--- src/hdl/oi3_pkg.sv ---
`default_nettype none
package oi3_pkg;

    // configuration register map
    localparam int CFG_W     = 11;
    localparam int REG_IDX_W = 2;
    localparam logic [REG_IDX_W-1:0] REG_FRAME_WIDTH  = 2'd0;
    localparam logic [REG_IDX_W-1:0] REG_FRAME_HEIGHT = 2'd1;

    // frame geometry
    localparam int ROW_W          = 11;
    localparam int MIN_DIM        = 3;
    localparam int MAX_HEIGHT     = 1024;
    localparam int RESET_WIDTH    = 640;
    localparam int RESET_HEIGHT   = 480;

    // command queue between front and back
    localparam int QUEUE_DEPTH = 4;
    localparam int QPTR_W      = 2;

    localparam int WIN_W = 9;

    typedef struct packed {
        logic       kind;
        logic [7:0] red_in;
        logic [7:0] green_in;
        logic [7:0] blue_in;
        logic [7:0] alpha_in;
    } in_item_t;

    typedef struct packed {
        logic [7:0] red_out;
        logic [7:0] green_out;
        logic [7:0] blue_out;
        logic [7:0] alpha_out;
        logic       frame_end;
    } out_item_t;

    typedef struct packed {
        logic [7:0] alpha;
        logic [7:0] blue;
        logic [7:0] green;
        logic [7:0] red;
    } pixel_t;

    // per-item control handed from front to back
    typedef struct packed {
        logic occ;
        logic row_ge1;
        logic row_ge2;
        logic col_zero;
        logic emit;
        logic frame_end;
    } cmd_flags_t;

endpackage
`default_nettype wire

--- src/hdl/oi3_queue.sv ---
`default_nettype none
module oi3_queue
    import oi3_pkg::*;
#(
    parameter int DATA_W = 48
) (
    input  wire logic              aclk,
    input  wire logic              aresetn,
    input  wire logic              in_valid,
    output logic                   in_ready,
    input  wire logic [DATA_W-1:0] in_data,
    output logic                   out_valid,
    input  wire logic              out_ready,
    output logic [DATA_W-1:0]      out_data
);

    logic [DATA_W-1:0] slot_reg [QUEUE_DEPTH];
    logic [QPTR_W-1:0] wr_ptr_reg, rd_ptr_reg;
    logic [QPTR_W:0]   count_reg, count_next;
    logic push, pop;

    assign in_ready  = count_reg != (QPTR_W + 1)'(QUEUE_DEPTH);
    assign out_valid = count_reg != '0;
    assign out_data  = slot_reg[rd_ptr_reg];
    assign push      = in_valid && in_ready;
    assign pop       = out_valid && out_ready;

    // track fill level
    always_comb begin
        count_next = count_reg;
        if (push && !pop)      count_next = count_reg + (QPTR_W + 1)'(1);
        else if (pop && !push) count_next = count_reg - (QPTR_W + 1)'(1);
    end

    always_ff @(posedge aclk) begin
        if (!aresetn) begin
            wr_ptr_reg <= '0;
            rd_ptr_reg <= '0;
            count_reg  <= '0;
        end else begin
            if (push) wr_ptr_reg <= wr_ptr_reg + QPTR_W'(1);
            if (pop)  rd_ptr_reg <= rd_ptr_reg + QPTR_W'(1);
            count_reg <= count_next;
        end
    end

    // store entries
    always_ff @(posedge aclk) begin
        if (push) slot_reg[wr_ptr_reg] <= in_data;
    end

endmodule
`default_nettype wire

--- config.mk ---
export PLATFORM = sky130hd
export DESIGN_NAME = oi3_queue
export DESIGN_NICKNAME = d
export VERILOG_FILES = /design/src/hdl/oi3_pkg.sv /design/src/hdl/oi3_queue.sv
export SDC_FILE = /design/constraint.sdc
export NUM_CORES = 1
export LEC_CHECK = 0
export BUFFER_PORTS_ARGS = -buffer_cell sky130_fd_sc_hd__buf_2
export CORE_MARGIN = 5
export CORE_UTILIZATION = 50
export CTS_CLUSTER_DIAMETER = 30
export DETAILED_ROUTE_END_ITERATION = 6
export PLACE_DENSITY = 0.71
export RECOVER_POWER = 50
export SLEW_MARGIN = 25
export SYNTH_ARGS = -nofsm -noshare
export SYNTH_HDL_FRONTEND = slang
export SYNTH_SLANG_ARGS = --single-unit
--- constraint.sdc ---
create_clock -name aclk -period 4 [get_ports aclk]
set_clock_uncertainty 0.15 [all_clocks]
set_input_delay 0 -clock aclk [delete_from_list [all_inputs] [get_ports aclk]]
set_output_delay 0 -clock aclk [all_outputs]
set_load 0.02 [all_outputs]
==> results.toml <==
[global_routing]
grt_use_total_pct = 16.5
grt_start_max_net_pins = 49
grt_pass1_vias = 3976
groute.layer.met1.usage_pct = 22.1
overflow = 0
grt_pass1_wl_mm = 22.4
grt_busiest_layer = "met2"
use_met2_pct = 26.9
met3_usage_pct = 5.08
antenna_found_initial = 0

[cells_and_area]
drive_gt1_share_pct = 31.0
largest_register_ffs = 192
final_cell_mix = "edfxtp_1, clkbuf_1, dlygate4sd3_1, mux4_2, buf_2"
antenna_cells = 0
finalCoreUtilization_pct = 66.8
area_growth_syn_to_layout_pct = 31.2
fin_nets = 542
mostFrequentLayoutCell = "edfxtp_1"

[timing]
finalHoldViolCount = 0
drv_slew = 0
post-route-period-util_pct = 74.9
period_minus_slack_ns = 3.00
tightest_slew_ns = 1.37
fin_ws_ns = 1.00
slew-limit-headroom_pct = 8.26
fin_tns_setup_ns = 0
finalSetupViolations = 0
rsz0062_at_grt = "no"
max_freq_mhz = 334

[routing]
antenna_left = 0
first_pass_iters = 5
initialDrtViolationCount = 186
routed_wl_mm = 14.1
num_vias = 3692
via_per_inst = 5.33
post_drt_wl_per_cell_um = 20.4
drc = 0

[clock_network]
cts-root-buf = "clkbuf_16"
cts-buffers-inserted = 35
cts_tree = "yes"
post_cts_resized = 0
h-tree-depth = 2
clkLatencyLatePin_ns = 0.47
clockBufferDepth = 3
clk_pin_slew_ns = 0.05
cts_sinks = 201
cts_setup_buffers = 0

[worst_setup_path]
critPathLaunch = "count_reg[0]$_SDFFE_PN0P_"
path_cells = "nor2_1, a21boi_0, and2_2, buf_4"
cp-start-kind = "register"
critPathKind = "reg2reg"
critPathMaxStageDelay_ns = 0.75
r2r_slack_ns = 1.00
cp.required_ns = 3.98
arrival_ns = 2.98
crit_fanout = 26
r2r-start = "count_reg[0]$_SDFFE_PN0P_"
slowest_stage = "and2_2"
end_kind = "register"

[die]
rows = 44
die_area_um2 = 17300
core-area_um2 = 14500
pin_count = 102
die_x_um = 132
initial_core_util_pct = 50.9
die_h_um = 132

[logic_synthesis]
synth-seq-cells = 201
synthCells = 298
ys_types = 23
synth_area_um2 = 7400
ys_seq_area_share_pct = 80.4
synth_nets = 356
syn_area_per_cell_um2 = 24.8
yosysWarnings = 0

[placement]
port_buffers = 101
dpl.hpwl_mm = 8.25
gp_congestion = 0.739
dp_slack_ns = 1.42

[pwr]
pwr_density_cell_nw_per_um2 = 714
power.leakage_nw = 3.27
p_total_mw = 6.93
peakVddDrop_mv = 0.383

[worst_hold_path]
min_path_type = "in2reg"
min-delay-start = "in_data[6]"

[status]
status = "completed"

[flow_run]
max-cap-violations = 0
## per-stage QoR
stage	std cells	area, um2	hold WS, ns
after global placement	578	8110	0.0620
final	693	9710	0.172
after CTS	692	9760	0.120
after detailed placement	578	8110	0.0706
after global routing	693	9710	0.175
after floorplan	298	7400	-0.0511
## final timing paths
check	endpoint	cells after the start
setup / recovery	slot_reg[3][31]$_DFFE_PP_	4
hold / removal	slot_reg[0][6]$_DFFE_PP_	2
setup reg to reg	slot_reg[3][31]$_DFFE_PP_	4
hold reg to reg	wr_ptr_reg[1]$_SDFFE_PN0P_	2
## area by class of cell
type	instances	area, um2
Clock buffer	44	962
Clock inverter	18	161
Fill cell	963	4830
Inverter	3	11.3
Multi-Input combinational cell	83	1360
Sequential cell	201	5950
Tap cell	184	230
Timing Repair Buffer	160	1030
## layer usage
metal  wire length (um)  share of wire (%)
met3               1080                7.6
met4                137               0.97
met1               5750                 41
met2               7180                 51
met5                  0                  0
## cell families (layout without fill, tap and decap cells)
logic type      Yosys count  count (layout)  share of synthesized area, %
compound gates            5               5                         0.609
xor+xnor                  4               4                         0.474
fa+ha+maj                 6               6                          1.12
buf+inv                  14             225                          1.17
flops                   201             201                          80.4
mux                      51              51                          15.0
simple gates             17              17                          1.23
## worst max-delay path, delay by kind of cell (launching register included)
family	cells	cell delay, ns
compound gates	1	0.74
flops	1	0.44
simple gates	2	0.83
buf+inv	1	0.46
## cell usage after synthesis
library cell / n / share of area (%)
edfxtp_1: 192 / 78
mux4_2: 48 / 15
dfxtp_1: 9 / 2.4
and2_1: 8 / 0.68
ha_1: 5 / 0.85
nand2_1: 5 / 0.25
buf_2: 3 / 0.20
buf_6: 3 / 0.46
clkbuf_1: 3 / 0.15
inv_1: 3 / 0.15
mux2i_1: 3 / 0.41
xnor2_1: 3 / 0.36
buf_4: 2 / 0.20
or3_1: 2 / 0.17
a21boi_0: 1 / 0.10
a21boi_2: 1 / 0.15
fa_1: 1 / 0.27
nor2_1: 1 / 0.051
nor2b_1: 1 / 0.085
o21ai_0: 1 / 0.068
o311ai_1: 1 / 0.12
o31ai_2: 1 / 0.17
xor2_1: 1 / 0.12
## report_power, final
group          leakage, nW  switching, mW  internal, mW
registers             1.83          0.133          2.57
logic                0.895          0.804         0.659
clock network        0.544          0.931          1.83
total                 3.27           1.87          5.06
## repair_timing
| action | in CTS | in global routing |
|---|---|---|
| hold buffers | 52 | 0 |
| setup endpoints to repair | 0 | 0 |
| endpoints found under the hold margin | 201 | 0 |
Note: power is estimated with default switching activity, not from simulation.
