--- config.mk ---
export PLATFORM = sky130hd
export DESIGN_NAME = oi3_front
export DESIGN_NICKNAME = d
export VERILOG_FILES = /design/src/hdl/oi3_pkg.sv /design/src/hdl/oi3_front.sv
export SDC_FILE = /design/constraint.sdc
export NUM_CORES = 1
export LEC_CHECK = 0
export BUFFER_PORTS_ARGS = -buffer_cell sky130_fd_sc_hd__buf_2
export CORE_MARGIN = 3
export CORE_UTILIZATION = 47
export CTS_BUF_LIST = sky130_fd_sc_hd__clkbuf_4 sky130_fd_sc_hd__clkbuf_8
export CTS_CLUSTER_DIAMETER = 60
export DETAILED_ROUTE_END_ITERATION = 8
export HOLD_SLACK_MARGIN = 0.02
export PLACE_DENSITY = 0.69
export SYNTH_ARGS = -nofsm -noshare
export SYNTH_HDL_FRONTEND = slang
export SYNTH_SLANG_ARGS = --single-unit
--- constraint.sdc ---
create_clock -name aclk -period 9.45 [get_ports aclk]
set_input_delay 0.945 -clock aclk [delete_from_list [all_inputs] [get_ports aclk]]
set_output_delay 0.945 -clock aclk [all_outputs]
set_load 0.05 [all_outputs]
--- src/hdl/oi3_pkg.sv ---
`default_nettype none
package oi3_pkg;

    // configuration register map
    localparam int CFG_W     = 11;
    localparam int REG_IDX_W = 2;
    localparam logic [REG_IDX_W-1:0] REG_FRAME_WIDTH  = 2'd0;
    localparam logic [REG_IDX_W-1:0] REG_FRAME_HEIGHT = 2'd1;

    // frame geometry
    localparam int ROW_W          = 11;
    localparam int MIN_DIM        = 3;
    localparam int MAX_HEIGHT     = 1024;
    localparam int RESET_WIDTH    = 640;
    localparam int RESET_HEIGHT   = 480;

    // command queue between front and back
    localparam int QUEUE_DEPTH = 4;
    localparam int QPTR_W      = 2;

    localparam int WIN_W = 9;

    typedef struct packed {
        logic       kind;
        logic [7:0] red_in;
        logic [7:0] green_in;
        logic [7:0] blue_in;
        logic [7:0] alpha_in;
    } in_item_t;

    typedef struct packed {
        logic [7:0] red_out;
        logic [7:0] green_out;
        logic [7:0] blue_out;
        logic [7:0] alpha_out;
        logic       frame_end;
    } out_item_t;

    typedef struct packed {
        logic [7:0] alpha;
        logic [7:0] blue;
        logic [7:0] green;
        logic [7:0] red;
    } pixel_t;

    // per-item control handed from front to back
    typedef struct packed {
        logic occ;
        logic row_ge1;
        logic row_ge2;
        logic col_zero;
        logic emit;
        logic frame_end;
    } cmd_flags_t;

endpackage
`default_nettype wire

--- src/hdl/oi3_front.sv ---
`default_nettype none
module oi3_front
    import oi3_pkg::*;
#(
    parameter int MAX_WIDTH = 1024,
    parameter int COL_W     = $clog2(MAX_WIDTH),
    parameter int CMD_W     = COL_W + $bits(cmd_flags_t) + $bits(pixel_t)
) (
    input  wire logic                 aclk,
    input  wire logic                 aresetn,
    input  wire logic                 cfg_wr_en,
    input  wire logic [REG_IDX_W-1:0] cfg_index,
    input  wire logic [CFG_W-1:0]     cfg_data,
    input  wire logic                 s_valid,
    input  wire in_item_t             s_data,
    input  wire logic                 room,
    output logic                      s_ready,
    output logic                      restart,
    output logic                      push_valid,
    output logic [CMD_W-1:0]          push_data
);

    localparam int DIM_W = ($clog2(MAX_WIDTH + 1) > CFG_W) ? $clog2(MAX_WIDTH + 1) : CFG_W;
    localparam int CMP_W = DIM_W + 1;

    logic [CFG_W-1:0] width_reg, height_reg;
    logic [COL_W-1:0] in_col_reg, in_col_next, out_col_reg, out_col_next;
    logic [ROW_W-1:0] in_row_reg, in_row_next, out_row_reg, out_row_next;

    logic [CMP_W-1:0] w_eff, in_col_ext, out_col_ext;
    logic [ROW_W-1:0] h_eff;
    logic draining, occ, emit, frame_end, drop, accept, last_in_col, last_out_col;
    logic rgb_zero, interior;
    cmd_flags_t flags;
    pixel_t     pix;

    // decode configuration writes
    assign restart = cfg_wr_en &&
                     (cfg_index == REG_FRAME_WIDTH || cfg_index == REG_FRAME_HEIGHT);

    always_ff @(posedge aclk) begin
        if (!aresetn) begin
            width_reg  <= CFG_W'(RESET_WIDTH);
            height_reg <= CFG_W'(RESET_HEIGHT);
        end else if (cfg_wr_en) begin
            if (cfg_index == REG_FRAME_WIDTH)  width_reg  <= cfg_data;
            if (cfg_index == REG_FRAME_HEIGHT) height_reg <= cfg_data;
        end
    end

    // clamp frame geometry
    always_comb begin
        w_eff = CMP_W'(width_reg);
        if (w_eff < CMP_W'(MIN_DIM))   w_eff = CMP_W'(MIN_DIM);
        if (w_eff > CMP_W'(MAX_WIDTH)) w_eff = CMP_W'(MAX_WIDTH);
        h_eff = height_reg;
        if (h_eff < ROW_W'(MIN_DIM))    h_eff = ROW_W'(MIN_DIM);
        if (h_eff > ROW_W'(MAX_HEIGHT)) h_eff = ROW_W'(MAX_HEIGHT);
    end

    // classify the item at the input
    always_comb begin
        in_col_ext   = CMP_W'(in_col_reg);
        out_col_ext  = CMP_W'(out_col_reg);
        draining     = in_row_reg >= h_eff;
        rgb_zero     = s_data.red_in == 8'd0 && s_data.green_in == 8'd0 &&
                       s_data.blue_in == 8'd0;
        interior     = in_row_reg >= ROW_W'(1) && (in_row_reg + ROW_W'(2)) <= h_eff &&
                       in_col_reg != '0 && (in_col_ext + CMP_W'(2)) <= w_eff;
        occ          = !draining && rgb_zero && interior;
        emit         = in_row_reg >= ROW_W'(2) ||
                       (in_row_reg == ROW_W'(1) && in_col_reg != '0);
        last_in_col  = (in_col_ext + CMP_W'(1)) >= w_eff;
        last_out_col = (out_col_ext + CMP_W'(1)) >= w_eff;
        frame_end    = emit && last_out_col && (out_row_reg + ROW_W'(1)) >= h_eff;
        drop         = s_data.kind && !draining;

        pix.red   = draining ? 8'd0 : s_data.red_in;
        pix.green = draining ? 8'd0 : s_data.green_in;
        pix.blue  = draining ? 8'd0 : s_data.blue_in;
        pix.alpha = draining ? 8'd0 : s_data.alpha_in;

        flags.occ       = occ;
        flags.row_ge1   = in_row_reg >= ROW_W'(1);
        flags.row_ge2   = in_row_reg >= ROW_W'(2);
        flags.col_zero  = in_col_reg == '0;
        flags.emit      = emit;
        flags.frame_end = frame_end;
    end

    assign s_ready    = room;
    assign accept     = s_valid && s_ready;
    assign push_valid = accept && !drop;
    assign push_data  = {in_col_reg, flags, pix};

    // advance input and output positions
    always_comb begin
        in_col_next  = in_col_reg;
        in_row_next  = in_row_reg;
        out_col_next = out_col_reg;
        out_row_next = out_row_reg;
        if (push_valid) begin
            if (frame_end) begin
                in_col_next  = '0;
                in_row_next  = '0;
                out_col_next = '0;
                out_row_next = '0;
            end else begin
                if (last_in_col) begin
                    in_col_next = '0;
                    in_row_next = in_row_reg + ROW_W'(1);
                end else begin
                    in_col_next = in_col_reg + COL_W'(1);
                end
                if (emit) begin
                    if (last_out_col) begin
                        out_col_next = '0;
                        out_row_next = out_row_reg + ROW_W'(1);
                    end else begin
                        out_col_next = out_col_reg + COL_W'(1);
                    end
                end
            end
        end
    end

    always_ff @(posedge aclk) begin
        if (!aresetn || restart) begin
            in_col_reg  <= '0;
            in_row_reg  <= '0;
            out_col_reg <= '0;
            out_row_reg <= '0;
        end else begin
            in_col_reg  <= in_col_next;
            in_row_reg  <= in_row_next;
            out_col_reg <= out_col_next;
            out_row_reg <= out_row_next;
        end
    end

endmodule
`default_nettype wire

==> results.sh, run 1 <==
export IMPL_skew_ns=0.0148
export IMPL_netlist_area_mm2=0.00565
export IMPL_synth_top_cell_area_share=0.227
export IMPL_placed_cell_area_mm2=0.00617
export IMPL_synth_area_leader_cell="dfxtp_1"
export IMPL_p_switching_uw=182
export IMPL_maxSlewHeadroom=0.146
export IMPL_power_total_uw=598
export IMPL_utilization=0.547
export IMPL_portBuffers=101
export IMPL_clockBufferDepth=2
export IMPL_worstSetupPathType="flip-flop to primary output"
export IMPL_cts_buffers=9
export IMPL_cts_sinks=64
export IMPL_tns_ns=0
export IMPL_ys_warn_count=0
export IMPL_sw_frac_of_total=0.304
export IMPL_drt_wirelength_per_cell_um=16.1
export IMPL_min_period_ns=4.57
export IMPL_required_ns=8.51
export IMPL_worstMarginPinSlew_ns=1.27
export IMPL_final_period_utilization=0.484
export IMPL_p_comb_frac=0.184
export IMPL_cp_arrival_ns=3.62
export IMPL_synth_edf_count=0
export IMPL_p_clk_frac=0.352
export IMPL_multiInputGateArea_mm2=0.00410
export IMPL_antenna_found_initial=0
export IMPL_vias_per_cell=5.88
export IMPL_final_net_count=917
export IMPL_top_layer_used="met4"
export IMPL_track_usage=0.232
export IMPL_die_h_um=116
export IMPL_wl_met2_um=6930
export IMPL_ys_top_cells_by_count="nand2_1, ha_1, dfxtp_1, a21oi_1, and2_1"
export IMPL_cap_violations=0
export IMPL_cts_tree="built"
export IMPL_gp_congestion=0.894
export IMPL_setup_viol=0
export IMPL_yosys_cell_count_top_type="nand2_1"
export IMPL_rsz0062_at_grt="no"
export IMPL_power_density_mw_per_mm2=94.4
export IMPL_critPathLaunchType="flip-flop"
export IMPL_async_flop_share=0
export IMPL_ys_flop_type="dfxtp_1"
export IMPL_n_fill_cell=1129
export IMPL_areaGrowthSynthToFinish_pct=12.0
export IMPL_grt_overflow=0
export IMPL_ctsHoldBuffers=0
export IMPL_status="finished clean"
export IMPL_hp_class="flip-flop to flip-flop"
export IMPL_core_mm2=0.0116
export IMPL_finalMaxSlewViolations=0
export IMPL_clock_latency_ns=0.36
export IMPL_ys_seq_elements=64
export IMPL_postRouteAntennaNets=0
export IMPL_cp_end_kind="primary output"
export IMPL_first_iter_violations=274
export IMPL_die_w_um=116
export IMPL_timing_fmax_ghz=0.219
export IMPL_synth_distinct_cells=63
export IMPL_regArea_mm2=0.00128
export IMPL_initial_utilization=0.489
export IMPL_cts_setup_buffers=0
export IMPL_die_area_mm2=0.0134
export IMPL_syn_avg_cell_area_um2=7.84
export IMPL_drc=0
export IMPL_cp_max_fo=14
export IMPL_holdWs_ns=0.480
export IMPL_final_area_mm2=0.00633
export IMPL_synthTopCellsByArea="dfxtp_1, ha_1, nand2_1"
export IMPL_hold_viol=0
export IMPL_post_dp_hpwl_um=11900
export IMPL_firstDrtPassIters=5
export IMPL_synthCells=721
export IMPL_htreeDepth=3
export IMPL_ys_seq_area_frac=0.227
export IMPL_wl_met3_um=1020
export IMPL_antennaDiodeCount=0
export IMPL_drt_total_wl_um=15100
export IMPL_vias=5512
export IMPL_layout_drive_gt1_share=0.165
export IMPL_pin_count=102
export IMPL_grt_pass1_wl_um=24900
export IMPL_syn_nets=847
export IMPL_leakage_uw=0.00282
export IMPL_ir_drop_mv=0.0816
export IMPL_grt_pass1_vias=5214
export IMPL_wl_met1_um=6950
export IMPL_grt_max_degree=44
export IMPL_intPower_uw=416
export IMPL_sequentialPowerShare=0.463
export IMPL_row_count=39
export IMPL_cts_resized=0
export IMPL_clockRootBuffer="clkbuf_8"
export IMPL_clk_pin_slew_ns=0.06
[stage by stage]
step | std cells | worst slack, ns
2_1_floorplan | 721 | 5.66
3_3_place_gp | 923 | 5.33
3_5_place_dp | 923 | 5.23
4_1_cts | 937 | 4.87
5_1_grt | 937 | 4.60
6_report | 937 | 4.88
[routing by layer]
layer	up-vias	track usage
li1	2745	-
met1	2547	0.306
met2	206	0.392
met3	14	0.0402
met4	0	0.0626
met5	-	0
[cells by family after synthesis]
| kind of cell | synth area share |
|---|---|
| xor gates and xnor gates | 0.0799 |
| muxes | 0.0177 |
| adders and majority gates | 0.168 |
| buffers and inverters | 0.0496 |
| DFF | 0.227 |
| AOI/OAI and AO/OA | 0.181 |
| and+or+nand+nor | 0.277 |
[critical path: stages, from the launching register on]
cell	delay, ns
dfxtp_1	0.41
nand3_1	0.17
nor2_1	0.29
nand3_1	0.20
nor2_1	0.16
xor2_1	0.21
ha_1	0.27
a21oi_1	0.15
nor2b_1	0.06
o31a_1	0.23
a41o_1	0.28
o21ai_2	0.53
inv_1	0.08
buf_2	0.23
[cell type report]
type / instances / share of cell area
Inverter: 18 / 0.0107
Clock inverter: 1 / 0.000791
Tap cell: 143 / 0.0283
Clock buffer: 13 / 0.0253
Timing Repair Buffer: 106 / 0.0858
Multi-Input combinational cell: 592 / 0.647
Sequential cell: 64 / 0.202
[power groups by stage]
stage	sequential (uW)	combinational (uW)	clock, uW
final	277	110	211
after CTS	277	110	214
after detailed placement	283	110	0
after global placement	283	108	0
after global routing	277	120	230
after floorplan	283	75.3	0
[final timing paths]
kind | startpoint | to | slack, ns | cells after the start
worst max register to register | out_col_reg[2]$_SDFFE_PP0P_ | out_col_reg[4]$_SDFFE_PP0P_ | 5.59 | 13
worst min-delay path | out_col_reg[1]$_SDFFE_PP0P_ | out_col_reg[1]$_SDFFE_PP0P_ | 0.48 | 2
worst max-delay path | out_col_reg[2]$_SDFFE_PP0P_ | push_data[32] | 4.88 | 13
worst min register to register | out_col_reg[1]$_SDFFE_PP0P_ | out_col_reg[1]$_SDFFE_PP0P_ | 0.48 | 2
[cells in the final DEF, fill, tap and decap left out, types with 3 or more instances in the layout]
master and instances:
nor3_1 26, buf_2 101, nor2_1 31, nor4_1 12, xor2_1 23, inv_1 15, a21oi_1 38, nand4b_1 6
a21boi_0 16, and2_1 37, nand2_1 99, dfxtp_1 64, xnor2_1 26, or4_1 3, mux2i_1 10, a211oi_1 9
nand2b_1 4, nand3_1 31, o21ai_0 12, o21a_1 5, nor2b_1 15, a211o_1 3, a31oi_1 7, o31ai_1 16
clkbuf_4 3, clkbuf_8 10, o311ai_0 10, and3_1 11, a21o_1 11, ha_1 75, nand4_1 24, buf_4 5
No activity file was read; power rests on OpenSTA's default activity.
==> inputs of run 2 (changes only) <==
- PLACE_DENSITY: 0.69 -> 0.72
- clock period: 9.45 -> 4 ns (I/O delays scaled with it)
==> run 2 against run 1 <==
Worst setup slack worse by 4.7 ns. Count of clock-buffer cells in the layout down 3. Sequential share of layout area down 0.41 points. Sequential power up 140%. First-iteration DRC count up 24%. Hold slack worse by 0.20 ns. Global-route usage up 0.059 points. Die area unchanged. Wire length up 4.8%. Total power rose to 2.5 times the previous value. Non-clock buffer count up 8. Critical endpoint unchanged.
==> results.sh, run 2 (synthesis results as in run 1) <==
export IMPL_status="finished clean"
export IMPL_vias=5636
export IMPL_holdWs_ns=0.284
export IMPL_antenna_found_initial=0
export IMPL_antennaDiodeCount=0
export IMPL_first_iter_violations=339
export IMPL_maxSlewHeadroom=0.613
export IMPL_die_area_mm2=0.0134
export IMPL_pin_count=102
export IMPL_cp_arrival_ns=3.39
export IMPL_cts_buffers=9
export IMPL_setup_viol=0
export IMPL_power_density_mw_per_mm2=233
export IMPL_ir_drop_mv=0.155
export IMPL_clockBufferDepth=2
export IMPL_final_net_count=925
export IMPL_portBuffers=101
export IMPL_grt_pass1_wl_um=25100
export IMPL_grt_overflow=0
export IMPL_row_count=39
export IMPL_layout_drive_gt1_share=0.182
export IMPL_max_stage_delay_ns=0.44
export IMPL_firstDrtPassIters=5
export IMPL_vias_per_cell=5.95
export IMPL_critPathLaunchType="flip-flop"
export IMPL_ctsHoldBuffers=0
export IMPL_track_usage=0.232
export IMPL_path_cells="ha_1 -> and3_1 -> and3_1 -> nand3_1 -> xnor2_1 -> ha_1 -> a2111o_1 -> a31oi_2 -> a211oi_2 -> o21ai_4 -> inv_1 -> buf_2"
export IMPL_timing_fmax_ghz=0.264
export IMPL_utilization=0.559
export IMPL_rsz0062_at_grt="no"
export IMPL_leakage_uw=0.00287
export IMPL_stdcell_count=947
export IMPL_htreeDepth=3
export IMPL_cp_end_kind="primary output"
export IMPL_hp_class="primary input to flip-flop"
export IMPL_min_period_ns=3.79
export IMPL_drt_total_wl_um=15800
export IMPL_tns_ns=0
export IMPL_post_dp_hpwl_um=12100
export IMPL_cts_sinks=64
export IMPL_final_period_utilization=0.947
export IMPL_placed_cell_area_mm2=0.00623
export IMPL_initial_utilization=0.489
export IMPL_finalMaxSlewViolations=0
export IMPL_cts_tree="built"
export IMPL_r2r_setup_slack_ns=0.50
export IMPL_areaGrowthSynthToFinish_pct=14.3
export IMPL_hold_viol=0
export IMPL_clockRootBuffer="clkbuf_8"
export IMPL_gp_congestion=0.912
export IMPL_final_area_mm2=0.00646
export IMPL_layout_commonest_cell="buf_2"
export IMPL_required_ns=3.60
export IMPL_grt_max_degree=44
export IMPL_place_inst=931
export IMPL_die_w_um=116
export IMPL_drc=0
export IMPL_clk_pin_slew_ns=0.09
export IMPL_worstMarginPinSlew_ns=0.572
export IMPL_cap_violations=0
export IMPL_grt_pass1_vias=5268
export IMPL_core_mm2=0.0116
export IMPL_postRouteAntennaNets=0
export IMPL_drt_wirelength_per_cell_um=16.7
export IMPL_die_h_um=116
export IMPL_cp_max_fo=7
export IMPL_crit_path_top_delay_cell="a2111o_1"
export IMPL_final_cell_mix="buf_2, nand2_1, ha_1, dfxtp_1, a21oi_1"
export IMPL_skew_ns=0.0129
export IMPL_clock_latency_ns=0.34
export IMPL_worstSetupPathType="flip-flop to primary output"
==> run 2: cell count changes in the layout (fill, tap and decap cells not counted), sizes merged <==
cell,change
clkinvlp,+3
buf,+8
bufinv,+1
inv,+1
clkbuf,-3
==> run 2: area by class of cell <==
type                            instances  area, um2
Sequential cell                        64       1280
Inverter                               18       71.3
Tap cell                              143        179
Clock buffer                           10        138
Multi-Input combinational cell        592       4120
Fill cell                            1043       5100
Clock inverter                          6       67.6
Timing Repair Buffer                  114        603
==> run 2: critical path: cells and delay by family (launching register included) <==
kind | cells | cell delay, ns
compound gates | 4 | 0.92
fa+ha+maj | 2 | 0.58
simple gates | 3 | 0.66
flops | 1 | 0.40
buf+inv | 2 | 0.29
xor+xnor | 1 | 0.18
==> run 2: report_power, final <==
part | internal (uW) | leakage (uW) | switching (uW) | total, uW
clock network | 307 | 0.0000989 | 280 | 587
logic | 82.8 | 0.00226 | 182 | 264
registers | 646 | 0.000517 | 8.45 | 654
total | 1040 | 0.00287 | 470 | 1510
==> run 2: layer usage <==
metal	vias to the layer above	routed length (um)	track usage
met2	224	7430	0.402
met5	-	0	0
li1	2761	-	-
met1	2621	6960	0.293
met3	30	1020	0.0345
met4	0	401	0.0874
==> run 2: final timing paths <==
kind | start | to | cells after the start
setup / recovery | out_row_reg[0]$_SDFFE_PP0P_ | push_data[32] | 12
hold / removal | cfg_data[7] | height_reg[7]$_SDFFE_PN1P_ | 3
setup reg to reg | out_col_reg[2]$_SDFFE_PP0P_ | out_col_reg[4]$_SDFFE_PP0P_ | 13
hold reg to reg | height_reg[1]$_SDFFE_PN0P_ | height_reg[1]$_SDFFE_PN0P_ | 2
==> run 2: what timing repair did <==
item | 4_1_cts | 5_1_grt
gates resized for setup | 0 | 6
setup buffers | 0 | 0
endpoints found under the setup margin | 0 | 3
==> run 2: stage by stage <==
| stage | power, uW | setup slack, ns |
|---|---|---|
| 6_report | 1510 | 0.211 |
| 2_1_floorplan | 846 | 0.627 |
| 5_1_grt | 1570 | 0.0188 |
| 3_5_place_dp | 931 | 0.500 |
| 4_1_cts | 1510 | 0.160 |
| 3_3_place_gp | 925 | 0.566 |
==> inputs of run 3 (changes only) <==
--- a/config.mk
+++ b/config.mk
@@ -13,5 +13,5 @@
 export DETAILED_ROUTE_END_ITERATION = 8
 export HOLD_SLACK_MARGIN = 0.02
-export PLACE_DENSITY = 0.72
+export PLACE_DENSITY = 0.68
 export SYNTH_ARGS = -nofsm -noshare
 export SYNTH_HDL_FRONTEND = slang
==> constraint.sdc (replaced) <==
create_clock -name aclk -period 4 [get_ports aclk]
set_input_delay 0.2 -clock aclk [delete_from_list [all_inputs] [get_ports aclk]]
set_output_delay 0.2 -clock aclk [all_outputs]
set_load 0.05 [all_outputs]
==> run 3 against run 2 <==
Global-route usage shrank 0.27 points. Final area shrank 0.15%. Sequential share of layout area is essentially flat. First-iteration DRC count grew 4.7%. Final cell count shrank 0.32%. Non-clock buffer count shrank 3. Largest cell class unchanged.
==> results.sh, run 3 (synthesis results as in run 1) <==
export IMPL_cts_buffers=9
export IMPL_antenna_found_initial=0
export IMPL_postRouteAntennaNets=0
export IMPL_tns_ns=0
export IMPL_clockBufferDepth=2
export IMPL_cap_violations=0
export IMPL_maxSlewHeadroom=0.103
export IMPL_leakage_uw=0.00288
export IMPL_portBuffers=101
export IMPL_track_usage=0.230
export IMPL_timing_fmax_ghz=0.264
export IMPL_ctsHoldBuffers=0
export IMPL_drt_total_wl_um=15800
export IMPL_cts_tree="built"
export IMPL_hp_class="primary input to flip-flop"
export IMPL_hold_viol=0
export IMPL_skew_ns=0.00869
export IMPL_rsz0062_at_grt="no"
export IMPL_stdcell_count=944
export IMPL_worstMarginPinSlew_ns=1.34
export IMPL_critPathLaunchType="flip-flop"
export IMPL_required_ns=3.80
export IMPL_grt_overflow=0
export IMPL_clock_latency_ns=0.35
export IMPL_die_w_um=116
export IMPL_power_density_mw_per_mm2=241
export IMPL_grt_max_degree=44
export IMPL_final_net_count=922
export IMPL_antennaDiodeCount=0
export IMPL_final_period_utilization=0.947
export IMPL_cts_sinks=64
export IMPL_place_inst=928
export IMPL_clockRootBuffer="clkbuf_8"
export IMPL_row_count=39
export IMPL_finalMaxSlewViolations=0
export IMPL_initial_utilization=0.489
export IMPL_htreeDepth=3
export IMPL_vias_per_cell=5.87
export IMPL_cp_arrival_ns=3.59
export IMPL_layout_commonest_cell="buf_2"
export IMPL_final_cell_mix="buf_2, nand2_1, ha_1, dfxtp_1, a21oi_1"
export IMPL_grt_pass1_wl_um=24700
export IMPL_core_mm2=0.0116
export IMPL_setup_viol=0
export IMPL_die_h_um=116
export IMPL_pin_count=102
export IMPL_layout_drive_gt1_share=0.174
export IMPL_drt_wirelength_per_cell_um=16.7
export IMPL_gp_congestion=0.920
export IMPL_worstSetupPathType="flip-flop to primary output"
export IMPL_ir_drop_mv=0.187
export IMPL_cp_max_fo=14
export IMPL_grt_pass1_vias=5091
export IMPL_areaGrowthSynthToFinish_pct=14.1
export IMPL_min_period_ns=3.79
export IMPL_vias=5544
export IMPL_firstDrtPassIters=5
export IMPL_first_iter_violations=355
export IMPL_drc=0
export IMPL_clk_pin_slew_ns=0.07
export IMPL_post_dp_hpwl_um=12200
export IMPL_cp_end_kind="primary output"
export IMPL_status="finished clean"
export IMPL_die_area_mm2=0.0134
-- run 3: power by group --
| part | internal (uW) | total, uW | switching (uW) |
|---|---|---|---|
| logic | 82.1 | 265 | 183 |
| clock network | 375 | 635 | 260 |
| registers | 646 | 653 | 7.56 |
| total | 1100 | 1550 | 451 |
-- run 3: worst paths after layout --
kind	from	to	slack, ns	cells after the start
max	out_col_reg[2]$_SDFFE_PP0P_	push_data[32]	0.21	13
min	cfg_data[8]	height_reg[8]$_SDFFE_PN1P_	0.09	3
max reg2reg	out_row_reg[0]$_SDFFE_PP0P_	in_row_reg[10]$_SDFFE_PP0P_	0.30	12
min reg2reg	width_reg[0]$_SDFFE_PN0P_	width_reg[0]$_SDFFE_PN0P_	0.47	2
-- run 3: cell type report --
cell class                      count  area, um2
Sequential cell                    64       1280
Clock inverter                      5       78.8
Inverter                           18       67.6
Fill cell                        1062       5110
Timing Repair Buffer              111        593
Clock buffer                       11        145
Tap cell                          143        179
Multi-Input combinational cell    592       4110
-- run 3: worst max-delay path: stages, from the launching register on --
cell     delay (ns)
dfxtp_1        0.41
nand3_1        0.19
nor2_1         0.32
nand3_1        0.23
nor2_1         0.17
xor2_1         0.23
ha_1           0.28
a21oi_1        0.14
nor2b_1        0.06
o31a_1         0.24
a41o_1         0.30
o21ai_4        0.37
inv_1          0.09
buf_2          0.22
-- run 3: timing repair --
action / CTS / global route
endpoints found under the setup margin: 0 / 1
setup buffers: 0 / 0
gates resized for setup: 0 / 2
endpoints found under the hold margin: 0 / 0
-- run 3: metrics by stage --
step	hold slack (ns)	instance area (um2)	worst slack, ns	util	power, uW
2_1_floorplan	0.324	5650	0.627	-	846
3_3_place_gp	0.440	6220	0.541	0.537	925
3_5_place_dp	0.448	6220	0.430	0.537	931
4_1_cts	0.0784	6440	0.0924	0.557	1570
5_1_grt	0.0944	6450	0.00793	0.558	1620
6_report	0.0919	6450	0.212	0.558	1550
-- run 3: metal layers --
| metal | vias up | track usage | wire length [um] |
|---|---|---|---|
| met5 | - | 0 | 0 |
| met4 | 0 | 0.0626 | 267 |
| met3 | 22 | 0.0303 | 1140 |
| met2 | 235 | 0.398 | 7320 |
| met1 | 2537 | 0.301 | 7080 |
| li1 | 2750 | - | - |
